**config.mk**
```make
export PLATFORM = sky130hd
export DESIGN_NAME = stc_front
export DESIGN_NICKNAME = d
export VERILOG_FILES = /design/src/hdl/stc_pkg.sv /design/src/hdl/stc_front.sv
export SDC_FILE = /design/constraint.sdc
export NUM_CORES = 1
export LEC_CHECK = 0
export CORE_UTILIZATION = 55
export DETAILED_ROUTE_END_ITERATION = 8
export DONT_BUFFER_PORTS = 1
export MAX_ROUTING_LAYER = met4
export PLACE_DENSITY_LB_ADDON = 0.3
export SLEW_MARGIN = 5
export SYNTH_ARGS = -nofsm -noshare
export SYNTH_HDL_FRONTEND = slang
export SYNTH_SLANG_ARGS = --single-unit
```
**constraint.sdc**
```tcl
create_clock -name i_clk -period 2.35 [get_ports i_clk]
set_input_delay 0.1175 -clock i_clk [delete_from_list [all_inputs] [get_ports i_clk]]
set_output_delay 0.1175 -clock i_clk [all_outputs]
set_load 0.01 [all_outputs]
```
**src/hdl/stc_pkg.sv**
```systemverilog
// shared types and constants for the scope trigger peak capture block
// no dependencies; imported by every module of the block
`default_nettype none

package stc_pkg;

    // screen geometry
    localparam int SCREEN_COLUMNS = 512;
    localparam int COL_W          = $clog2(SCREEN_COLUMNS);
    localparam int WCOL_W         = COL_W + 1;
    localparam int Y_CENTER       = 128;
    localparam int Y_W            = $clog2(2 * Y_CENTER + 1);

    // fixed-point constants
    localparam logic [32:0]        ONE_Q27   = 33'd134217728;
    localparam logic [13:0]        HOLD_SAT  = 14'd16383;
    localparam logic signed [16:0] MAX_EMPTY = -17'sd32769;
    localparam logic signed [16:0] MIN_EMPTY = 17'sd32768;

    // trigger modes
    localparam logic [1:0] MODE_FREE = 2'd0;
    localparam logic [1:0] MODE_RISE = 2'd1;
    localparam logic [1:0] MODE_FALL = 2'd2;
    localparam logic [1:0] MODE_OSC  = 2'd3;

    // register indexes
    localparam logic [2:0] CFG_MODE    = 3'd0;
    localparam logic [2:0] CFG_LEVEL   = 3'd1;
    localparam logic [2:0] CFG_HOLDOFF = 3'd2;
    localparam logic [2:0] CFG_DC_EN   = 3'd3;
    localparam logic [2:0] CFG_GAIN    = 3'd4;
    localparam logic [2:0] CFG_INC     = 3'd5;
    localparam logic [2:0] CFG_STEP    = 3'd6;
    localparam logic [2:0] CFG_COEF    = 3'd7;

    // item operations
    localparam logic OP_SAMPLE = 1'b0;
    localparam logic OP_READ   = 1'b1;

    typedef struct packed {
        logic [1:0]         mode;
        logic signed [15:0] level;
        logic [13:0]        holdoff;
        logic               dc_en;
        logic [31:0]        gain;
        logic [31:0]        inc;
        logic [31:0]        step;
        logic [15:0]        coef;
    } t_cfg;

    typedef struct packed {
        logic               is_read;
        logic signed [15:0] sample;
        logic [COL_W-1:0]   column;
    } t_cmd;

    typedef struct packed {
        logic [Y_W-1:0]    first_y;
        logic [Y_W-1:0]    second_y;
        logic              triggered;
        logic [WCOL_W-1:0] capture_column;
    } t_result;

endpackage

`default_nettype wire

```
**src/hdl/stc_front.sv**
```systemverilog
// front end: accepts input words, classifies them and queues them (two entries)
// depends on stc_pkg
`default_nettype none

module stc_front (
    input  wire                  i_clk,
    input  wire                  i_rst_n,
    input  wire                  push,
    output logic                 full,
    input  wire                  i_operation,
    input  wire signed [15:0]    i_sample,
    input  wire [8:0]            i_column,
    output logic                 o_cmd_valid,
    output stc_pkg::t_cmd        o_cmd,
    input  wire                  i_cmd_pop
);
    import stc_pkg::*;

    t_cmd       r_q [2];
    logic       r_wp, r_rp;
    logic [1:0] r_cnt;
    logic       wr, rd;
    t_cmd       cmd_in;

    // classify the incoming word
    always_comb begin
        cmd_in.is_read = (i_operation == OP_READ);
        cmd_in.sample  = i_sample;
        cmd_in.column  = i_column[COL_W-1:0];
    end

    assign full        = (r_cnt == 2'd2);
    assign wr          = push && !full;
    assign o_cmd_valid = (r_cnt != 2'd0);
    assign rd          = i_cmd_pop && o_cmd_valid;
    assign o_cmd       = r_q[r_rp];

    // queue storage
    always_ff @(posedge i_clk) begin
        if (wr) begin
            r_q[r_wp] <= cmd_in;
        end
    end

    // queue pointers
    always_ff @(posedge i_clk) begin
        if (!i_rst_n) begin
            r_wp  <= 1'b0;
            r_rp  <= 1'b0;
            r_cnt <= 2'd0;
        end else begin
            if (wr) r_wp <= ~r_wp;
            if (rd) r_rp <= ~r_rp;
            r_cnt <= r_cnt + {1'b0, wr} - {1'b0, rd};
        end
    end

endmodule

`default_nettype wire

```
# == Word level (Yosys, flattened, before mapping) ==
# Memories as Yosys holds them, arrays and structs flattened. A register that Yosys moved wholly into a read port is not among the register bits.
# Cells that the tools add are included.
# totals
reg_bits,4
mem_bits_rw,52
inputBits,30
out_inout_bits,28
elab_cells,17
n_memories,1
# classes
add_sub_neg,2
n_eq_ne,1
mux,4
bitwise,2
n_reduce_logical,4
# memory_table
name,words,width,read_ports,rd_clocked_by_memory_dff,wr,line,source
r_q,2,26,1,1,1,stc_front.sv:19,t_cmd r_q [2];
# ops
op,count
$mux 1,4
$add 2x1->2,1
$eq 2x2->1 const B,1
$logic_and 1x1->1,2
$not 1->1,2
$reduce_bool 2->1,1
$sub 2x1->2,1
$logic_not 1->1,1

# == Depth between registers and ports, before layout ==
# Gate-level depths: netlist of run 1.
# depth
ltp_word,5
mapped_depth,8
depth_no_buf,8

# == Least setup slack after synthesis of run 1 ==
# No wires, ideal clock.
# synth_timing
path_kind,register -> register
from,register r_cnt[0]
to,memory r_q[0][0] in the netlist's numbering (enable)
setup_time_ps,409
arrival_ps,1687
required_time_ps,1941
setup_slack_ps,254
stages_incl_launch_ff,4
n_path_buf,0
synth_period_minus_slack_ps,2096
cell_sequence,dfxtp_1 nand2b_1 nand2_1 nor2_1
# synth_via
elab_chain_cells,5
# synth_rtl
item,line,source
"start, declared",stc_front.sv:21,logic [1:0] r_cnt;
"start signal, assigned",stc_front.sv:54,"r_cnt <= r_cnt + {1'b0, wr} - {1'b0, rd};"
$eq 2x2->1,stc_front.sv:32,assign full = (r_cnt == 2'd2);
$logic_not 1->1,stc_front.sv:33,assign wr = push && !full;
$logic_and 1x1->1,stc_front.sv:33,
$mux 1,stc_front.sv:40,if (wr) begin
$mux 1 (not written as such),stc_front.sv:41,r_q[r_wp] <= cmd_in;
"end, declared",stc_front.sv:19,
# Every way passes these cells.

==> run summary, run 1 <==
- result of the run: finished clean
- combined buffer and inverter count along the critical path: 0
- first-iteration detailed-routing DRC count: 32
- total number of vias: 1027
- crit path kind: flip-flop to output port
- top cell family by delay on the critical path: flip-flops
- clock-pin transition on the worst setup and hold timing paths: 0.05 ns
- number of buffers created by CTS: 9
- die span in y: 65.5 microns
- Starting Density: 0.587
- instance count after placement with tap cells included: 156
- sort of element at the start of the critical path: flip-flop
- unrepaired setup endpoints after global routing: false
- Arrival @ worst endpoint: 1.64 ns
- internal power contribution: 1.96 mW
- Max transition margin: 0.456
- TritonCTS clock tree: built
- Final Setup Violations: 0
- synthesized netlist net count: 139
- count of antenna-violating nets left after detailed routing: 0
- Port Buf Inserts: 0
- setup_tns: 0 ns
- commonest cells in the synthesized netlist: 52 x sky130_fd_sc_hd__edfxtp_1, 20 x sky130_fd_sc_hd__mux2_4, 6 x sky130_fd_sc_hd__mux2_2, 5 x sky130_fd_sc_hd__dfxtp_1, 4 x sky130_fd_sc_hd__nor2_1
- DIE AREA: 4280 sq um
- power dissipated by switching net loads: 722 uW
- Setup Slack @ Placement: 0.677 ns
- total power of the final layout: 2.69 mW
- post-detailed-placement half-perimeter wirelength: 2090 microns
- GRT Util Overall: 0.194
- number of top-level pins: 58
- total congestion overflow: 0
- share of async-settable or async-resettable flops after synthesis: 0
- number of slew-limit violations in the final report: 0
- shortest period the worst path allows: 1.76 ns
- Power Density: 1010 nW/um^2
- library cell with the largest summed area after synthesis: sky130_fd_sc_hd__edfxtp_1
- Switching Fraction: 0.269
- antenna diode count: 0
- Synth Flop Type: sky130_fd_sc_hd__edfxtp_1
- Clock Tree Root: sky130_fd_sc_hd__clkbuf_8
- placed instance area: 2260 sq um
- share of layout cells above drive strength 1: 0.282
- total detailed-routing wirelength: 3450 microns
- path class of the lowest-slack min-delay path: input port to flip-flop
- CP Cell Sequence: mux2_2
- vias in the first global route: 1158
- Area Growth Syn to Fin: 20.6%
- count of non-filler cells in the finished layout: 197
- floorplan die width: 65.5 microns
- via density per instance: 5.21
- portion of total power attributed to combinational logic: 0.222
- Ys Warns: 0
- final core utilization: 0.708
- register share of total power: 0.522
- static leakage: 0.984 nW
- data required time at the worst endpoint: 2.23 ns
- Crit-path slowest cell: sky130_fd_sc_hd__dfxtp_2
- number of antenna violations at the first check in global routing: 0
- portion of synthesized cell area occupied by the leading cell type: 0.705
- worst slew pin tran: 0.816 ns
- highest fanout seen on the critical path: 26
- post-synthesis sequential element count: 57
- number of nets in the finished design: 178
- synth unique cells: 18
- final worst clock skew: 0.00935 ns
- netlist area before placement: 2210 sq um
- Design Area, Final: 2670 sq um
- Mapped Avg Cell Area: 20.7 sq um
- routed length per placed instance: 17.5 microns
- biggest cell delay along the critical path: 0.86 ns
- gate count of the mapped netlist: 107
- # rows: 22
- max-cap check violation count: 0
- Critical Path End Type: output port
- portion of the post-synthesis area used by sequential elements: 0.750
- number of flops mapped to enable cells by yosys: 52
- worst IR drop on VDD: 0.827 mV
- top-count cell post-synth: sky130_fd_sc_hd__edfxtp_1
- routability congestion estimate from global placement: 0.652
- number of H-tree levels: 3
- wire length of the first global-routing pass: 5480 microns
- number of iterations in the first detailed-routing pass: 4
- clock latency on the worst-skew pair: 0.32 ns
- final hold vios: 0
- clock network fraction of design power: 0.256
- final worst slack: 0.591 ns
- number of sinks on the clock net: 57
- Bufs on Longest Clock Path: 2
- number of design rule violations left after detail routing: 0
- Post-CTS Setup Repair Bufs: 0
- Min Hold Slack: 0.0495 ns
- post-route fraction of the period consumed by the critical path: 0.748
- largest cells by area after synthesis: sky130_fd_sc_hd__edfxtp_1 71%, sky130_fd_sc_hd__mux2_4 14%, sky130_fd_sc_hd__dfxtp_1 4.5%
- standard cell core area: 3770 sq um
- maximum number of pins on one net before global-route repair: 27
- Max Freq: 569 MHz
-- sequential cells by signal, indices dropped and copies added (netlist names), named ones only --
name,cells
r_wp,1
r_q,52
r_cnt,2
r_rp,1
-- power groups by stage --
stage,clock [mW],combinational [mW],sequential (mW)
2_1_floorplan,0,0.583,1.34
3_3_place_gp,0,0.542,1.41
3_5_place_dp,0,0.559,1.43
4_1_cts,0.703,0.604,1.41
6_report,0.688,0.597,1.40
5_1_grt,0.750,0.646,1.42
-- layout make-up --
| cell class | count | area (sq um) |
|---|---|---|
| Clock buffer | 12 | 135 |
| Clock inverter | 2 | 7.51 |
| Fill cell | 248 | 1100 |
| Inverter | 3 | 11.3 |
| Multi-Input combinational cell | 44 | 493 |
| Sequential cell | 57 | 1660 |
| Tap cell | 48 | 60.1 |
| Timing Repair Buffer | 31 | 300 |
-- logic make-up after synthesis --
kind of cell	Yosys count	synth area share
compound gates	1	0.00339
mux	27	0.171
flops	57	0.750
xor+xnor	3	0.0119
buf+inv	6	0.0282
fa+ha+maj	2	0.0113
simple gates	11	0.0243
-- cell usage in the layout (no fill, tap or decap), drive strengths merged, types with 2 or more instances in the layout --
cell         count
dfxtp            5
xnor2            2
inv              3
clkbuf          12
ha               2
edfxtp          52
nand2            2
mux2            26
buf              4
nor2             4
clkinv           2
nand2b           2
dlygate4sd3     27
-- what timing repair did --
item,4_1_cts,5_1_grt
hold buffers,27,0
endpoints found under the hold margin,57,0
resized for setup,0,0
-- layer usage --
layer / track usage / routed length (microns) / up-vias
met3: 0.0590 / 197 / 7
li1: - / - / 480
met1: 0.211 / 1310 / 496
met4: 0.0978 / 63 / 0
met2: 0.321 / 1880 / 44
met5: - / 0 / -
-- worst paths after layout --
path                        from                   to  slack [ns]  cells past startpoint
max                    flip-flop             o_cmd[2]        0.59                      1
min reg2reg    r_wp$_SDFFE_PN0N_    r_wp$_SDFFE_PN0N_        0.51                      2
min                         push    r_wp$_SDFFE_PN0N_        0.05                      2
max reg2reg  r_cnt[0]$_SDFF_PN0_  r_cnt[1]$_SDFF_PN0_        0.66                      8
(Power assumes the default switching activity.)
==> run 2: changes to the inputs <==
==> constraint.sdc (replaced) <==
create_clock -name i_clk -period 1.6 [get_ports i_clk]
set_input_delay 0.08 -clock i_clk [delete_from_list [all_inputs] [get_ports i_clk]]
set_output_delay 0.08 -clock i_clk [all_outputs]
set_load 0.01 [all_outputs]
==> run summary, run 2 (synthesis gave the netlist of run 1 again) <==
- result of the run: finished clean
- first-iteration detailed-routing DRC count: 42
- sort of element at the start of the critical path: flip-flop
- Final Setup Violations: 0
- Port Buf Inserts: 0
- max-cap check violation count: 0
- share of layout cells above drive strength 1: 0.351
- Largest register FFs: 52
- DIE AREA: 4280 sq um
- Max transition margin: 0.732
- routability congestion estimate from global placement: 0.634
- number of antenna violations at the first check in global routing: 0
- Critical Path End Type: output port
- clock latency on the worst-skew pair: 0.32 ns
- clock network fraction of design power: 0.285
- number of design rule violations left after detail routing: 0
- Power Density: 1530 nW/um^2
- Arrival @ worst endpoint: 1.46 ns
- final worst clock skew: 0.00580 ns
- most common cell after layout, fill and taps aside: sky130_fd_sc_hd__edfxtp_1
- total detailed-routing wirelength: 3330 microns
- worst IR drop on VDD: 1.15 mV
- unrepaired setup endpoints after global routing: false
- number of H-tree levels: 3
- number of slew-limit violations in the final report: 0
- Switching Fraction: 0.260
- # rows: 22
- Starting Density: 0.587
- floorplan die width: 65.5 microns
- count of antenna-violating nets left after detailed routing: 0
- number of iterations in the first detailed-routing pass: 3
- number of nets in the finished design: 181
- highest fanout seen on the critical path: 14
- number of sinks on the clock net: 57
- die span in y: 65.5 microns
- crit path kind: flip-flop to output port
- total congestion overflow: 0
- shortest period the worst path allows: 1.54 ns
- Area Growth Syn to Fin: 25.1%
- Max Freq: 651 MHz
- final hold vios: 0
- largest registers: r_q (52), r_cnt (2)
- post-route fraction of the period consumed by the critical path: 0.960
- Clock Tree Root: sky130_fd_sc_hd__clkbuf_8
- vias in the first global route: 1177
- portion of total power attributed to combinational logic: 0.238
- register share of total power: 0.476
- total power of the final layout: 4.23 mW
- Largest Register: r_q
- most used cells in the layout excluding fill and tap cells: 52 x sky130_fd_sc_hd__edfxtp_1, 27 x sky130_fd_sc_hd__dlygate4sd3_1, 20 x sky130_fd_sc_hd__mux2_4
- wire length of the first global-routing pass: 5350 microns
- Bufs on Longest Clock Path: 2
- internal power contribution: 3.13 mW
- worst slew pin tran: 0.402 ns
- clock-pin transition on the worst setup and hold timing paths: 0.06 ns
- total number of vias: 1054
- routed length per placed instance: 16.5 microns
- data required time at the worst endpoint: 1.52 ns
- power dissipated by switching net loads: 1.10 mW
- final core utilization: 0.735
- number of buffers created by CTS: 9
- antenna diode count: 0
- static leakage: 1.03 nW
- via density per instance: 5.22
- maximum number of pins on one net before global-route repair: 15
- path class of the lowest-slack min-delay path: input port to flip-flop
- TritonCTS clock tree: built
- number of top-level pins: 58
- standard cell core area: 3770 sq um
- GRT Util Overall: 0.188
[run 2: cell types whose count changed in the layout (fill, tap and decap cells not counted), sizes merged]
cell	before	now
clkinv	2	3
buf	4	7
bufinv	0	1
[run 2: worst paths after layout]
| kind | start | to | slack [ns] | depth (start not counted) |
|---|---|---|---|---|
| setup / recovery | flip-flop | o_cmd[14] | 0.06 | 2 |
| hold / removal | push | r_wp$_SDFFE_PN0N_ | 0.05 | 3 |
| setup reg to reg | r_cnt[1]$_SDFF_PN0_ | r_cnt[1]$_SDFF_PN0_ | 0.07 | 7 |
| hold reg to reg | r_rp$_SDFFE_PN0P_ | r_rp$_SDFFE_PN0P_ | 0.53 | 2 |
[run 2: cell type report]
class	instances	area, sq um
well taps	48	60.1
multi-input cells	44	518
fillers	237	1000
flip-flops and latches	57	1670
clock inverters	4	43.8
repair buffers	34	335
clock buffers	12	135
inverters	3	11.3
[run 2: layer usage]
layer  vias to the layer above  global-route usage  part of all wire
li1                        487                   -                 -
met3                         2              0.0781             0.057
met5                         -                   -                 0
met4                         0              0.0897            0.0057
met2                        42               0.311              0.54
met1                       523               0.194              0.40
[run 2: what timing repair did]
item	CTS	global route
hold buffers	27	0
endpoints found under the setup margin	1	1
cloned	0	0
gates resized for setup	3	4
setup buffers	0	1
endpoints found under the hold margin	57	0
pin swaps	0	3
[run 2: power by group through the flow]
stage          Clock [mW]  Sequential (mW)  Combinational (mW)
6_report             1.21             2.02                1.01
5_1_grt              1.31             2.04                1.08
4_1_cts              1.22             2.01                1.01
3_5_place_dp            0             2.03               0.921
3_3_place_gp            0             2.02               0.893
2_1_floorplan           0             1.96               0.863
[run 2: worst max-delay path: stages (launching register included)]
cell                      delay (ns)
sky130_fd_sc_hd__dfxtp_2        0.58
sky130_fd_sc_hd__buf_12         0.22
sky130_fd_sc_hd__mux2_4         0.33
[run 2: stage by stage]
stage / hold WS, ns / TNS, ns / worst slack, ns / instance area, sq um / instances
floorplan: 0.179 / 0 / 0.0318 / 2220 / 107
global placement: 0.179 / 0 / 0.140 / 2290 / 158
detailed placement: 0.179 / -0.0259 / -0.0259 / 2290 / 158
CTS: 0.0616 / 0 / 0.000546 / 2760 / 201
global route: 0.0449 / 0 / 0.00155 / 2770 / 202
finish: 0.0508 / 0 / 0.0640 / 2770 / 202
