### src/hdl/stc_pkg.sv
// shared types and constants for the scope trigger peak capture block
// no dependencies; imported by every module of the block
`default_nettype none

package stc_pkg;

    // screen geometry
    localparam int SCREEN_COLUMNS = 512;
    localparam int COL_W          = $clog2(SCREEN_COLUMNS);
    localparam int WCOL_W         = COL_W + 1;
    localparam int Y_CENTER       = 128;
    localparam int Y_W            = $clog2(2 * Y_CENTER + 1);

    // fixed-point constants
    localparam logic [32:0]        ONE_Q27   = 33'd134217728;
    localparam logic [13:0]        HOLD_SAT  = 14'd16383;
    localparam logic signed [16:0] MAX_EMPTY = -17'sd32769;
    localparam logic signed [16:0] MIN_EMPTY = 17'sd32768;

    // trigger modes
    localparam logic [1:0] MODE_FREE = 2'd0;
    localparam logic [1:0] MODE_RISE = 2'd1;
    localparam logic [1:0] MODE_FALL = 2'd2;
    localparam logic [1:0] MODE_OSC  = 2'd3;

    // register indexes
    localparam logic [2:0] CFG_MODE    = 3'd0;
    localparam logic [2:0] CFG_LEVEL   = 3'd1;
    localparam logic [2:0] CFG_HOLDOFF = 3'd2;
    localparam logic [2:0] CFG_DC_EN   = 3'd3;
    localparam logic [2:0] CFG_GAIN    = 3'd4;
    localparam logic [2:0] CFG_INC     = 3'd5;
    localparam logic [2:0] CFG_STEP    = 3'd6;
    localparam logic [2:0] CFG_COEF    = 3'd7;

    // item operations
    localparam logic OP_SAMPLE = 1'b0;
    localparam logic OP_READ   = 1'b1;

    typedef struct packed {
        logic [1:0]         mode;
        logic signed [15:0] level;
        logic [13:0]        holdoff;
        logic               dc_en;
        logic [31:0]        gain;
        logic [31:0]        inc;
        logic [31:0]        step;
        logic [15:0]        coef;
    } t_cfg;

    typedef struct packed {
        logic               is_read;
        logic signed [15:0] sample;
        logic [COL_W-1:0]   column;
    } t_cmd;

    typedef struct packed {
        logic [Y_W-1:0]    first_y;
        logic [Y_W-1:0]    second_y;
        logic              triggered;
        logic [WCOL_W-1:0] capture_column;
    } t_result;

endpackage

`default_nettype wire

### src/hdl/stc_outq.sv
// result queue between the back end and the result ports (two entries)
// depends on stc_pkg
`default_nettype none

module stc_outq (
    input  wire               i_clk,
    input  wire               i_rst_n,
    input  wire               i_wr,
    input  stc_pkg::t_result  i_res,
    output logic              o_room,
    output logic              empty,
    input  wire               pop,
    output stc_pkg::t_result  o_res
);
    import stc_pkg::*;

    t_result    r_q [2];
    logic       r_wp, r_rp;
    logic [1:0] r_cnt;
    logic       wr, rd;

    assign o_room = (r_cnt != 2'd2);
    assign wr     = i_wr && o_room;
    assign empty  = (r_cnt == 2'd0);
    assign rd     = pop && !empty;
    assign o_res  = r_q[r_rp];

    // storage
    always_ff @(posedge i_clk) begin
        if (wr) begin
            r_q[r_wp] <= i_res;
        end
    end

    // pointers
    always_ff @(posedge i_clk) begin
        if (!i_rst_n) begin
            r_wp  <= 1'b0;
            r_rp  <= 1'b0;
            r_cnt <= 2'd0;
        end else begin
            if (wr) r_wp <= ~r_wp;
            if (rd) r_rp <= ~r_rp;
            r_cnt <= r_cnt + {1'b0, wr} - {1'b0, rd};
        end
    end

endmodule

`default_nettype wire

### config.mk
export PLATFORM = sky130hd
export DESIGN_NAME = stc_outq
export DESIGN_NICKNAME = d
export VERILOG_FILES = /design/src/hdl/stc_pkg.sv /design/src/hdl/stc_outq.sv
export SDC_FILE = /design/constraint.sdc
export NUM_CORES = 1
export LEC_CHECK = 0
export BUFFER_PORTS_ARGS = -buffer_cell sky130_fd_sc_hd__buf_2
export CAP_MARGIN = 5
export CORE_MARGIN = 2
export CORE_UTILIZATION = 50
export CTS_BUF_LIST = sky130_fd_sc_hd__clkbuf_4 sky130_fd_sc_hd__clkbuf_8
export CTS_CLUSTER_DIAMETER = 200
export CTS_CLUSTER_SIZE = 12
export DETAILED_ROUTE_END_ITERATION = 7
export HOLD_SLACK_MARGIN = 0.15
export PLACE_DENSITY = 0.82
export SKIP_CTS_REPAIR_TIMING = 1
export SLEW_MARGIN = 25
export SYNTH_ARGS = -nofsm -noshare
export SYNTH_HDL_FRONTEND = slang
export SYNTH_SLANG_ARGS = --single-unit
### constraint.sdc
create_clock -name i_clk -period 4 [get_ports i_clk]
set_clock_uncertainty 0.1 [all_clocks]
set_input_delay 0.4 -clock i_clk [delete_from_list [all_inputs] [get_ports i_clk]]
set_output_delay 0.4 -clock i_clk [all_outputs]
set_load 0.02 [all_outputs]
======== After elaboration in Yosys (flattened, before gate mapping) ========
Memory sizes are Yosys's and may differ from the RTL's. A register that Yosys moved wholly into a read port is not among the register bits.
Index checks and enable logic that the tools add are counted.
cells by class
  add/sub/neg operators ................... 2
  equal/unequal tests ..................... 1
  multiplexer cells ....................... 4
  bitwise gates (word level) .............. 2
  reduce and logical (&&, ||, !) cells .... 4
operators by type and width
  kind                                          number
  1-bit two-way mux                             4
  2-bit by 1-bit adder with 2-bit output        1
  1-bit logical AND                             2
  2-bit logical NOT                             1
  2-bit inequality test, second input constant  1
  1-bit NOT                                     2
  2-bit by 1-bit subtractor with 2-bit output   1
  1-bit logical NOT                             1
storage, ports and cells
  register bits after elaboration ......... 4
  bits in writable memories ............... 58
  input bits .............................. 33
  output and inout bits ................... 31
  logic and storage cells ................. 17
  memories ................................ 1
memories
  memory  words  bits a word  rd ports  clocked after Yosys merged registers in  write ports  RTL line        RTL
  r_q     2      29           1         1                                        1            stc_outq.sv:17  t_result r_q [2];

======== Depth between registers and ports, before layout ========
Gate-level depths: netlist of the first run.
  depth in word-level cells ............... 5
  depth in mapped cells ................... 8
  depth with buffers taken out ............ 8

======== Least setup slack after synthesis of the first run ========
Ideal clock, no wire load.
  kind .................................... register to register
  start ................................... reg r_cnt[0]
  end ..................................... mem r_q[0][0] (netlist name), enable pin
  library setup time ...................... 0.415 ns
  data arrival time ....................... 1.997 ns
  data required time ...................... 3.485 ns
  slack ................................... 1.488 ns
  stages on the path, launching flop included .. 4
  buffers on the path ..................... 0
  clock period less this slack ............ 2.512 ns
  cell sequence ........................... dfxtp_1 -> nand2b_1 -> nand2_1 -> nor2_1
on the way
  cells in the longest elaborated chain, start to end .. 4
ends and longest elaborated chain
  what                                     RTL line        RTL
  from (decl)                              stc_outq.sv:19  logic [1:0] r_cnt;
  from (signal assigned)                   stc_outq.sv:44  r_cnt <= r_cnt + {1'b0, wr} - {1'b0, rd};
  2-bit inequality test                    stc_outq.sv:22  assign o_room = (r_cnt != 2'd2);
  via o_room                               stc_outq.sv:10  output logic o_room,
  1-bit logical AND                        stc_outq.sv:23  assign wr = i_wr && o_room;
  1-bit two-way mux                        stc_outq.sv:30  if (wr) begin
  1-bit two-way mux (implied by the code)  stc_outq.sv:31  r_q[r_wp] <= i_res;
  to (decl)                                stc_outq.sv:17
The timed path passes the listed nets, and every way through them passes these cells.

==> impl_metrics.prom, run 1 <==
# TYPE chip_impl_metric gauge
chip_impl_metric{name="ys_seq_elements",unit=""} 63
chip_impl_info{name="end_kind",value="output pin"} 1
chip_impl_metric{name="numClockSinks",unit=""} 63
chip_impl_metric{name="register_area",unit="µm²"} 1840
chip_impl_metric{name="maxSlewViolCount",unit=""} 0
chip_impl_metric{name="drt_iter0_drc",unit=""} 91
chip_impl_metric{name="period_share",unit=""} 0.571
chip_impl_info{name="timing.critical_path.from_type",value="flop"} 1
chip_impl_metric{name="power_frac_seq",unit=""} 0.455
chip_impl_info{name="rsz_0062_raised_after_global_routing",value="false"} 1
chip_impl_metric{name="port_buffers",unit=""} 63
chip_impl_metric{name="synth_fp_nets",unit=""} 149
chip_impl_metric{name="highest_cell_delay_on_the_worst_timing_path",unit="ns"} 0.51
chip_impl_metric{name="floorplan.die_area",unit="µm²"} 5300
chip_impl_metric{name="wl_per_cell",unit="µm"} 15.6
chip_impl_info{name="tritoncts_clock_tree",value="built"} 1
chip_impl_metric{name="place_congestion",unit=""} 0.731
chip_impl_metric{name="initial_utilization",unit=""} 0.511
chip_impl_metric{name="final_std_cells_w_o_fill",unit=""} 250
chip_impl_metric{name="pwr_cell_area",unit="nW/µm²"} 646
chip_impl_metric{name="cts.clk_slew.worst_paths",unit="ns"} 0.06
chip_impl_info{name="synth.largest_area_cell",value="sky130_fd_sc_hd__edfxtp_1"} 1
chip_impl_metric{name="cp_max_fanout",unit=""} 22
chip_impl_metric{name="power_frac_comb",unit=""} 0.278
chip_impl_metric{name="grt_pass1_wl",unit="µm"} 5890
chip_impl_metric{name="synth.yosys.seq_area_share",unit=""} 0.779
chip_impl_metric{name="critPathArrivalTime",unit="ns"} 1.79
chip_impl_metric{name="multi_input_area",unit="µm²"} 494
chip_impl_metric{name="power_frac_clock",unit=""} 0.267
chip_impl_metric{name="detail_route.first_pass.iterations",unit=""} 4
chip_impl_metric{name="synth.distinct_cells",unit=""} 17
chip_impl_metric{name="overflow_left_after_global_routing",unit=""} 0
chip_impl_info{name="commonest_non_fill_non_tap_cells_in_the_layout",value="sky130_fd_sc_hd__buf_2 (63), sky130_fd_sc_hd__edfxtp_1 (58), sky130_fd_sc_hd__mux2_2 (19)"} 1
chip_impl_info{name="mostFrequentLayoutCell",value="sky130_fd_sc_hd__buf_2"} 1
chip_impl_metric{name="place.detailed.hpwl",unit="µm"} 2720
chip_impl_metric{name="finalSetupViolations",unit=""} 0
chip_impl_metric{name="detail_route.wirelength",unit="µm"} 3890
chip_impl_info{name="critical_path.slowest_cell",value="sky130_fd_sc_hd__dfxtp_1"} 1
chip_impl_metric{name="period_minus_slack",unit="ns"} 2.29
chip_impl_metric{name="num_antenna_cells",unit=""} 0
chip_impl_info{name="leading_cell_types_by_total_area_after_synthesis",value="sky130_fd_sc_hd__edfxtp_1 (74%), sky130_fd_sc_hd__mux2_2 (9.0%), sky130_fd_sc_hd__mux2_4 (6.3%)"} 1
chip_impl_metric{name="cell_internal_pwr",unit="µW"} 1360
chip_impl_metric{name="grt_antenna_before_repair",unit=""} 0
chip_impl_metric{name="floorplan.rows",unit=""} 25
chip_impl_info{name="run_status",value="finished, final reports clean"} 1
chip_impl_metric{name="fillerInstances",unit=""} 329
chip_impl_metric{name="p_switching",unit="µW"} 555
chip_impl_metric{name="number_of_placed_i_o_pins",unit=""} 64
chip_impl_metric{name="reg2reg_setup_slack",unit="ns"} 2.14
chip_impl_metric{name="fin_hold_ws",unit="ns"} 0.162
chip_impl_metric{name="p_sw_frac",unit=""} 0.290
chip_impl_metric{name="route.vias.total",unit=""} 1261
chip_impl_metric{name="post_synth_inst_count",unit=""} 114
chip_impl_metric{name="clk_latency_worst_skew_pair",unit="ns"} 0.32
chip_impl_metric{name="grt_max_degree",unit=""} 30
chip_impl_metric{name="drt.antenna.violating_nets",unit=""} 0
chip_impl_info{name="cts.root.buffer_cell",value="sky130_fd_sc_hd__clkbuf_8"} 1
chip_impl_metric{name="max_clock_freq",unit="MHz"} 437
chip_impl_metric{name="synthDominantCellAreaShare",unit=""} 0.737
chip_impl_metric{name="dieWidth",unit="µm"} 72.8
chip_impl_metric{name="grt_pass1_vias",unit=""} 1257
chip_impl_metric{name="tightestPinTransition",unit="ns"} 0.385
chip_impl_info{name="min-delay-path-class",value="primary input to flop"} 1
chip_impl_metric{name="power_leakage",unit="µW"} 0.00116
chip_impl_metric{name="design.core.area",unit="µm²"} 4630
chip_impl_metric{name="finalHoldViolCount",unit=""} 0
chip_impl_metric{name="nets",unit=""} 226
chip_impl_metric{name="grt_util_all_layers",unit=""} 0.158
chip_impl_metric{name="final_layout_size_suffix_gt1_frac",unit=""} 0.566
chip_impl_metric{name="required",unit="ns"} 3.50
chip_impl_metric{name="ir_worst_vdd",unit="µV"} 502
chip_impl_metric{name="cts_buffers",unit=""} 9
chip_impl_metric{name="syn-mean-instance-area",unit="µm²"} 20.7
chip_impl_metric{name="maxCapViolations",unit=""} 0
chip_impl_metric{name="synthesis.yosys.warnings",unit=""} 0
chip_impl_metric{name="synth.cell_area",unit="µm²"} 2360
chip_impl_metric{name="detail_route.drc_violations",unit=""} 0
chip_impl_info{name="timing.setup.critical_path_class",value="flop to output pin"} 1
chip_impl_metric{name="clock_path_buffers",unit=""} 2
chip_impl_metric{name="dieHeight",unit="µm"} 72.8
chip_impl_metric{name="via_per_inst",unit=""} 5.04
chip_impl_metric{name="setup_tns",unit="ns"} 0
chip_impl_metric{name="area_delta_synth_final",unit="%"} 25.3
chip_impl_metric{name="placedCellCount",unit=""} 231
chip_impl_metric{name="maxSlewHeadroom",unit=""} 0.743
chip_impl_metric{name="htree_levels",unit=""} 3
chip_impl_info{name="critical_path_cell_sequence",value="buf_4 > mux2_2 > buf_2"} 1
[layer usage]
layer | GRT usage | part of all wire | up-vias
li1 | - | - | 591
met5 | 0 | 0 | -
met4 | 0.121 | 0.034 | 0
met1 | 0.164 | 0.38 | 601
met2 | 0.262 | 0.52 | 54
met3 | 0.0539 | 0.067 | 15
[cell usage after synthesis]
cell type,number
sky130_fd_sc_hd__edfxtp_1,58
sky130_fd_sc_hd__mux2_2,19
sky130_fd_sc_hd__mux2_4,10
sky130_fd_sc_hd__dfxtp_1,5
sky130_fd_sc_hd__xnor2_1,3
sky130_fd_sc_hd__and2_1,2
sky130_fd_sc_hd__buf_6,2
sky130_fd_sc_hd__ha_1,2
sky130_fd_sc_hd__nand2_1,2
sky130_fd_sc_hd__nand2b_1,2
sky130_fd_sc_hd__nor2_1,2
sky130_fd_sc_hd__nor2b_1,2
sky130_fd_sc_hd__and3_1,1
sky130_fd_sc_hd__buf_2,1
sky130_fd_sc_hd__inv_1,1
sky130_fd_sc_hd__mux2i_1,1
sky130_fd_sc_hd__o21a_1,1
[path summary, 6_finish.rpt]
kind	startpoint	to	cells past startpoint
worst max-delay path	flop	o_res[13]	3
worst min-delay path	i_res[9]	r_q[1][9]$_DFFE_PP_	1
worst max register to register	r_cnt[0]$_SDFF_PN0_	r_cnt[1]$_SDFF_PN0_	8
worst min register to register	r_wp$_SDFFE_PN0N_	r_wp$_SDFFE_PN0N_	2
[cell type report]
class	instances	area share
Clock inverter	5	0.0165
Tap cell	54	0.0228
Sequential cell	63	0.622
Inverter	1	0.00127
Clock buffer	11	0.0469
Timing Repair Buffer	69	0.124
Multi-Input combinational cell	47	0.167
[kinds of logic (layout without fill, tap and decap cells)]
logic type / after synthesis / after routing / synth area share
AO/OA/AOI/OAI: 1 / 1 / 0.00318
XOR/XNOR: 3 / 3 / 0.0111
adder cells (fa/ha/maj): 2 / 2 / 0.0106
buffers and inverters: 4 / 86 / 0.0132
flip-flops: 63 / 63 / 0.779
multiplexers: 30 / 30 / 0.158
AND/OR/NAND/NOR: 11 / 11 / 0.0249
[through the flow]
stage	worst slack (ns)	instance area, µm²	total power (µW)	utilization
floorplan	1.49	2360	1270	-
global placement	2.09	2750	1400	0.593
detailed placement	2.04	2750	1420	0.593
CTS	1.68	2930	1940	0.634
global route	1.61	2960	2000	0.640
finish	1.71	2960	1910	0.640
[power groups by stage]
stage	sequential [µW]	clock [µW]	combinational [µW]
finish	870	511	532
global route	880	552	572
CTS	871	526	540
detailed placement	885	0	538
global placement	876	0	520
floorplan	867	0	398
[state kept, by name, summed over array words and instances (netlist names), named ones only]
signal,count
r_cnt,2
r_q,58
r_rp,1
r_wp,1
[worst max-delay path: cells and delay by family, from the launching register on]
| family | cells | cell delay, ns |
|---|---|---|
| buffers and inverters | 2 | 0.56 |
| flip-flops | 1 | 0.51 |
| multiplexers | 1 | 0.39 |
(Power assumes the default switching activity.)
==> run 2, diff against run 1 <==
Settings changed: ABC_AREA set to 1.
Clock period 4 ns to 2.2 ns, I/O delays scaled along.
==> run 2 against run 1 <==
  * Global-route usage up 0.18 points
  * Setup slack worse by 1.3 ns
  * Via count up 12%
  * Power up 79%
  * Critical path depth unchanged
  * Utilization up 5.8 points
  * Sequential power up 80%
  * Clock power up 57%
  * Cell area up 9.8%
  * Critical path type unchanged
  * Largest power group unchanged
==> impl_metrics.prom, run 2 <==
# TYPE chip_impl_metric gauge
chip_impl_metric{name="synthesis.yosys.warnings",unit=""} 0
chip_impl_metric{name="wl_per_cell",unit="µm"} 14.5
chip_impl_metric{name="ir_worst_vdd",unit="µV"} 666
chip_impl_metric{name="place_congestion",unit=""} 0.675
chip_impl_metric{name="synthDominantCellAreaShare",unit=""} 0.734
chip_impl_info{name="most_numerous_cell_in_the_yosys_netlist",value="sky130_fd_sc_hd__edfxtp_1"} 1
chip_impl_metric{name="setup_tns",unit="ns"} 0
chip_impl_metric{name="p_switching",unit="µW"} 1050
chip_impl_metric{name="numClockSinks",unit=""} 63
chip_impl_info{name="synth.largest_area_cell",value="sky130_fd_sc_hd__edfxtp_1"} 1
chip_impl_metric{name="design.core.area",unit="µm²"} 4660
chip_impl_metric{name="nets",unit=""} 270
chip_impl_metric{name="p_sw_frac",unit=""} 0.306
chip_impl_metric{name="power_frac_comb",unit=""} 0.305
chip_impl_info{name="cpLargestDelayFamily",value="buffers and inverters"} 1
chip_impl_info{name="commonest_non_fill_non_tap_cells_in_the_layout",value="sky130_fd_sc_hd__buf_2 (63), sky130_fd_sc_hd__edfxtp_1 (58), sky130_fd_sc_hd__dlygate4sd3_1 (32)"} 1
chip_impl_metric{name="required",unit="ns"} 1.88
chip_impl_metric{name="overflow_left_after_global_routing",unit=""} 0
chip_impl_info{name="mostFrequentLayoutCell",value="sky130_fd_sc_hd__buf_2"} 1
chip_impl_metric{name="ys_seq_elements",unit=""} 63
chip_impl_metric{name="synth_async_sr_flop_share",unit=""} 0
chip_impl_metric{name="finalHoldViolCount",unit=""} 0
chip_impl_metric{name="maxSlewHeadroom",unit=""} 0.806
chip_impl_metric{name="cts_buffers",unit=""} 9
chip_impl_metric{name="post_synth_inst_count",unit=""} 126
chip_impl_metric{name="number_of_placed_i_o_pins",unit=""} 64
chip_impl_metric{name="grt_util_all_layers",unit=""} 0.160
chip_impl_metric{name="highest_cell_delay_on_the_worst_timing_path",unit="ns"} 0.38
chip_impl_metric{name="power_leakage",unit="µW"} 0.00132
chip_impl_metric{name="drt_iter0_drc",unit=""} 80
chip_impl_metric{name="detail_route.first_pass.iterations",unit=""} 4
chip_impl_info{name="rsz_0062_raised_after_global_routing",value="false"} 1
chip_impl_metric{name="syn-mean-instance-area",unit="µm²"} 18.8
chip_impl_metric{name="placedCellCount",unit=""} 246
chip_impl_metric{name="grt_antenna_before_repair",unit=""} 0
chip_impl_info{name="synthTopCellsByCount",value="sky130_fd_sc_hd__edfxtp_1 (58), sky130_fd_sc_hd__mux2_2 (19), sky130_fd_sc_hd__mux2_4 (10)"} 1
chip_impl_metric{name="drt.antenna.violating_nets",unit=""} 0
chip_impl_info{name="min-delay-path-class",value="flop to flop"} 1
chip_impl_metric{name="synth-edff-count",unit=""} 58
chip_impl_info{name="critical_path_cell_sequence",value="buf_4 > mux2_2 > buf_2"} 1
chip_impl_metric{name="port_buffers",unit=""} 63
chip_impl_metric{name="synth_fp_nets",unit=""} 161
chip_impl_info{name="tritoncts_clock_tree",value="built"} 1
chip_impl_metric{name="number_of_flip_flops_under_the_largest_register_name",unit=""} 58
chip_impl_metric{name="final_layout_size_suffix_gt1_frac",unit=""} 0.473
chip_impl_metric{name="period_minus_slack",unit="ns"} 1.83
chip_impl_metric{name="finalSetupViolations",unit=""} 0
chip_impl_metric{name="place.detailed.hpwl",unit="µm"} 2530
chip_impl_metric{name="final_std_cells_w_o_fill",unit=""} 293
chip_impl_info{name="critical_path.slowest_cell",value="sky130_fd_sc_hd__mux2_2"} 1
chip_impl_info{name="reg.largest.list",value="r_q: 58 flops, r_cnt: 2 flops"} 1
chip_impl_metric{name="htree_levels",unit=""} 3
chip_impl_metric{name="initial_utilization",unit=""} 0.509
chip_impl_info{name="timing.critical_path.from_type",value="flop"} 1
chip_impl_metric{name="num_antenna_cells",unit=""} 0
chip_impl_metric{name="synth.cell_area",unit="µm²"} 2370
chip_impl_metric{name="max_clock_freq",unit="MHz"} 548
chip_impl_metric{name="synth.distinct_cells",unit=""} 12
chip_impl_metric{name="detail_route.drc_violations",unit=""} 0
chip_impl_metric{name="floorplan.rows",unit=""} 25
chip_impl_info{name="registers.top_by_ff_count",value="r_q"} 1
chip_impl_metric{name="route.vias.total",unit=""} 1409
chip_impl_metric{name="grt_pass1_wl",unit="µm"} 5980
chip_impl_info{name="run_status",value="finished, final reports clean"} 1
chip_impl_metric{name="maxCapViolations",unit=""} 0
chip_impl_metric{name="dieWidth",unit="µm"} 72.9
chip_impl_metric{name="synth.yosys.seq_area_share",unit=""} 0.776
chip_impl_info{name="postSynth.topFlopCell",value="sky130_fd_sc_hd__edfxtp_1"} 1
chip_impl_metric{name="tightestPinTransition",unit="ns"} 0.290
chip_impl_metric{name="period_share",unit=""} 0.830
chip_impl_metric{name="cp_max_fanout",unit=""} 19
chip_impl_metric{name="detail_route.wirelength",unit="µm"} 4240
chip_impl_info{name="timing.setup.critical_path_class",value="flop to output pin"} 1
chip_impl_metric{name="fillerInstances",unit=""} 295
chip_impl_metric{name="clock_path_buffers",unit=""} 2
chip_impl_metric{name="power_frac_clock",unit=""} 0.235
chip_impl_metric{name="grt_pass1_vias",unit=""} 1337
chip_impl_metric{name="path_buf_inv",unit=""} 2
chip_impl_metric{name="area_delta_synth_final",unit="%"} 37.1
chip_impl_metric{name="power_frac_seq",unit=""} 0.460
chip_impl_info{name="cts.root.buffer_cell",value="sky130_fd_sc_hd__clkbuf_8"} 1
chip_impl_metric{name="totalPowerFinal",unit="µW"} 3420
chip_impl_metric{name="dieHeight",unit="µm"} 72.9
chip_impl_metric{name="cts.clk_slew.worst_paths",unit="ns"} 0.06
chip_impl_metric{name="critPathArrivalTime",unit="ns"} 1.51
chip_impl_info{name="end_kind",value="output pin"} 1
chip_impl_metric{name="maxSlewViolCount",unit=""} 0
chip_impl_metric{name="grt_max_degree",unit=""} 20
chip_impl_info{name="leading_cell_types_by_total_area_after_synthesis",value="sky130_fd_sc_hd__edfxtp_1 (73%), sky130_fd_sc_hd__mux2_2 (9.0%), sky130_fd_sc_hd__mux2_4 (6.3%)"} 1
chip_impl_metric{name="via_per_inst",unit=""} 4.81
chip_impl_metric{name="cell_internal_pwr",unit="µW"} 2370
chip_impl_metric{name="pwr_cell_area",unit="nW/µm²"} 1050
chip_impl_metric{name="floorplan.die_area",unit="µm²"} 5310
chip_impl_metric{name="clk_latency_worst_skew_pair",unit="ns"} 0.32
chip_impl_metric{name="fin_hold_ws",unit="ns"} 0.429
==> run 2: cell types whose count changed after synthesis <==
cell	change
sky130_fd_sc_hd__o21a_1	-1
sky130_fd_sc_hd__xnor2_1	-3
sky130_fd_sc_hd__nor2b_1	-2
sky130_fd_sc_hd__nand2_1	+7
sky130_fd_sc_hd__a21oi_1	+2
sky130_fd_sc_hd__nand2b_1	-2
sky130_fd_sc_hd__and2_1	-2
sky130_fd_sc_hd__nor2_1	+6
sky130_fd_sc_hd__nand3_1	+3
sky130_fd_sc_hd__and3_1	-1
sky130_fd_sc_hd__inv_1	+6
sky130_fd_sc_hd__mux2i_1	-1
==> run 2: metal layers <==
metal	share of wire	GRT usage	vias up
met4	0.0087	0.0926	0
li1	-	-	686
met2	0.54	0.259	49
met5	0	0	-
met3	0.054	0.0691	5
met1	0.40	0.175	669
==> run 2: final cells by class <==
| type | instances | area (µm²) | share of cell area |
|---|---|---|---|
| well taps | 54 | 67.6 | 0.0208 |
| inverters | 7 | 26.3 | 0.00807 |
| clock buffers | 10 | 131 | 0.0404 |
| repair buffers | 101 | 681 | 0.209 |
| clock inverters | 5 | 26.3 | 0.00807 |
| flip-flops and latches | 63 | 1840 | 0.566 |
| multi-input cells | 53 | 480 | 0.148 |
==> run 2: worst paths after layout <==
path	start	to	slack (ns)	cells past startpoint
worst max-delay path	flop	o_res[1]	0.37	3
worst min-delay path	r_rp$_SDFFE_PN0P_	r_rp$_SDFFE_PN0P_	0.43	2
worst max register to register	r_cnt[0]$_SDFF_PN0_	r_cnt[1]$_SDFF_PN0_	0.58	10
worst min register to register	r_rp$_SDFFE_PN0P_	r_rp$_SDFFE_PN0P_	0.43	2
==> run 2: cell families after synthesis <==
kind of cell	count (synthesis)	share of synthesized area
compound gates	2	0.00422
fa+ha+maj	2	0.0105
buf+inv	10	0.0227
flops	63	0.776
mux	29	0.153
simple gates	20	0.0332
==> run 2: stage by stage <==
stage	setup slack, ns	util	cell area [µm²]
detailed placement	0.594	0.596	2780
floorplan	0.213	-	2380
finish	0.375	0.698	3250
global placement	0.661	0.596	2780
global route	0.305	0.698	3250
CTS	0.341	0.630	2930
==> run 2: power groups by stage <==
stage | sequential (µW) | clock, µW | combinational, µW
5_1_grt | 1590 | 874 | 1140
3_3_place_gp | 1590 | 0 | 993
2_1_floorplan | 1590 | 0 | 717
4_1_cts | 1570 | 838 | 1010
3_5_place_dp | 1600 | 0 | 1000
6_report | 1570 | 803 | 1040
==> run 2: worst register-to-register path, delay by kind of cell (launching register included) <==
family,cells,cell delay [ns]
compound gates,1,0.12
flops,1,0.35
buf+inv,3,0.16
fa+ha+maj,2,0.46
simple gates,4,0.34
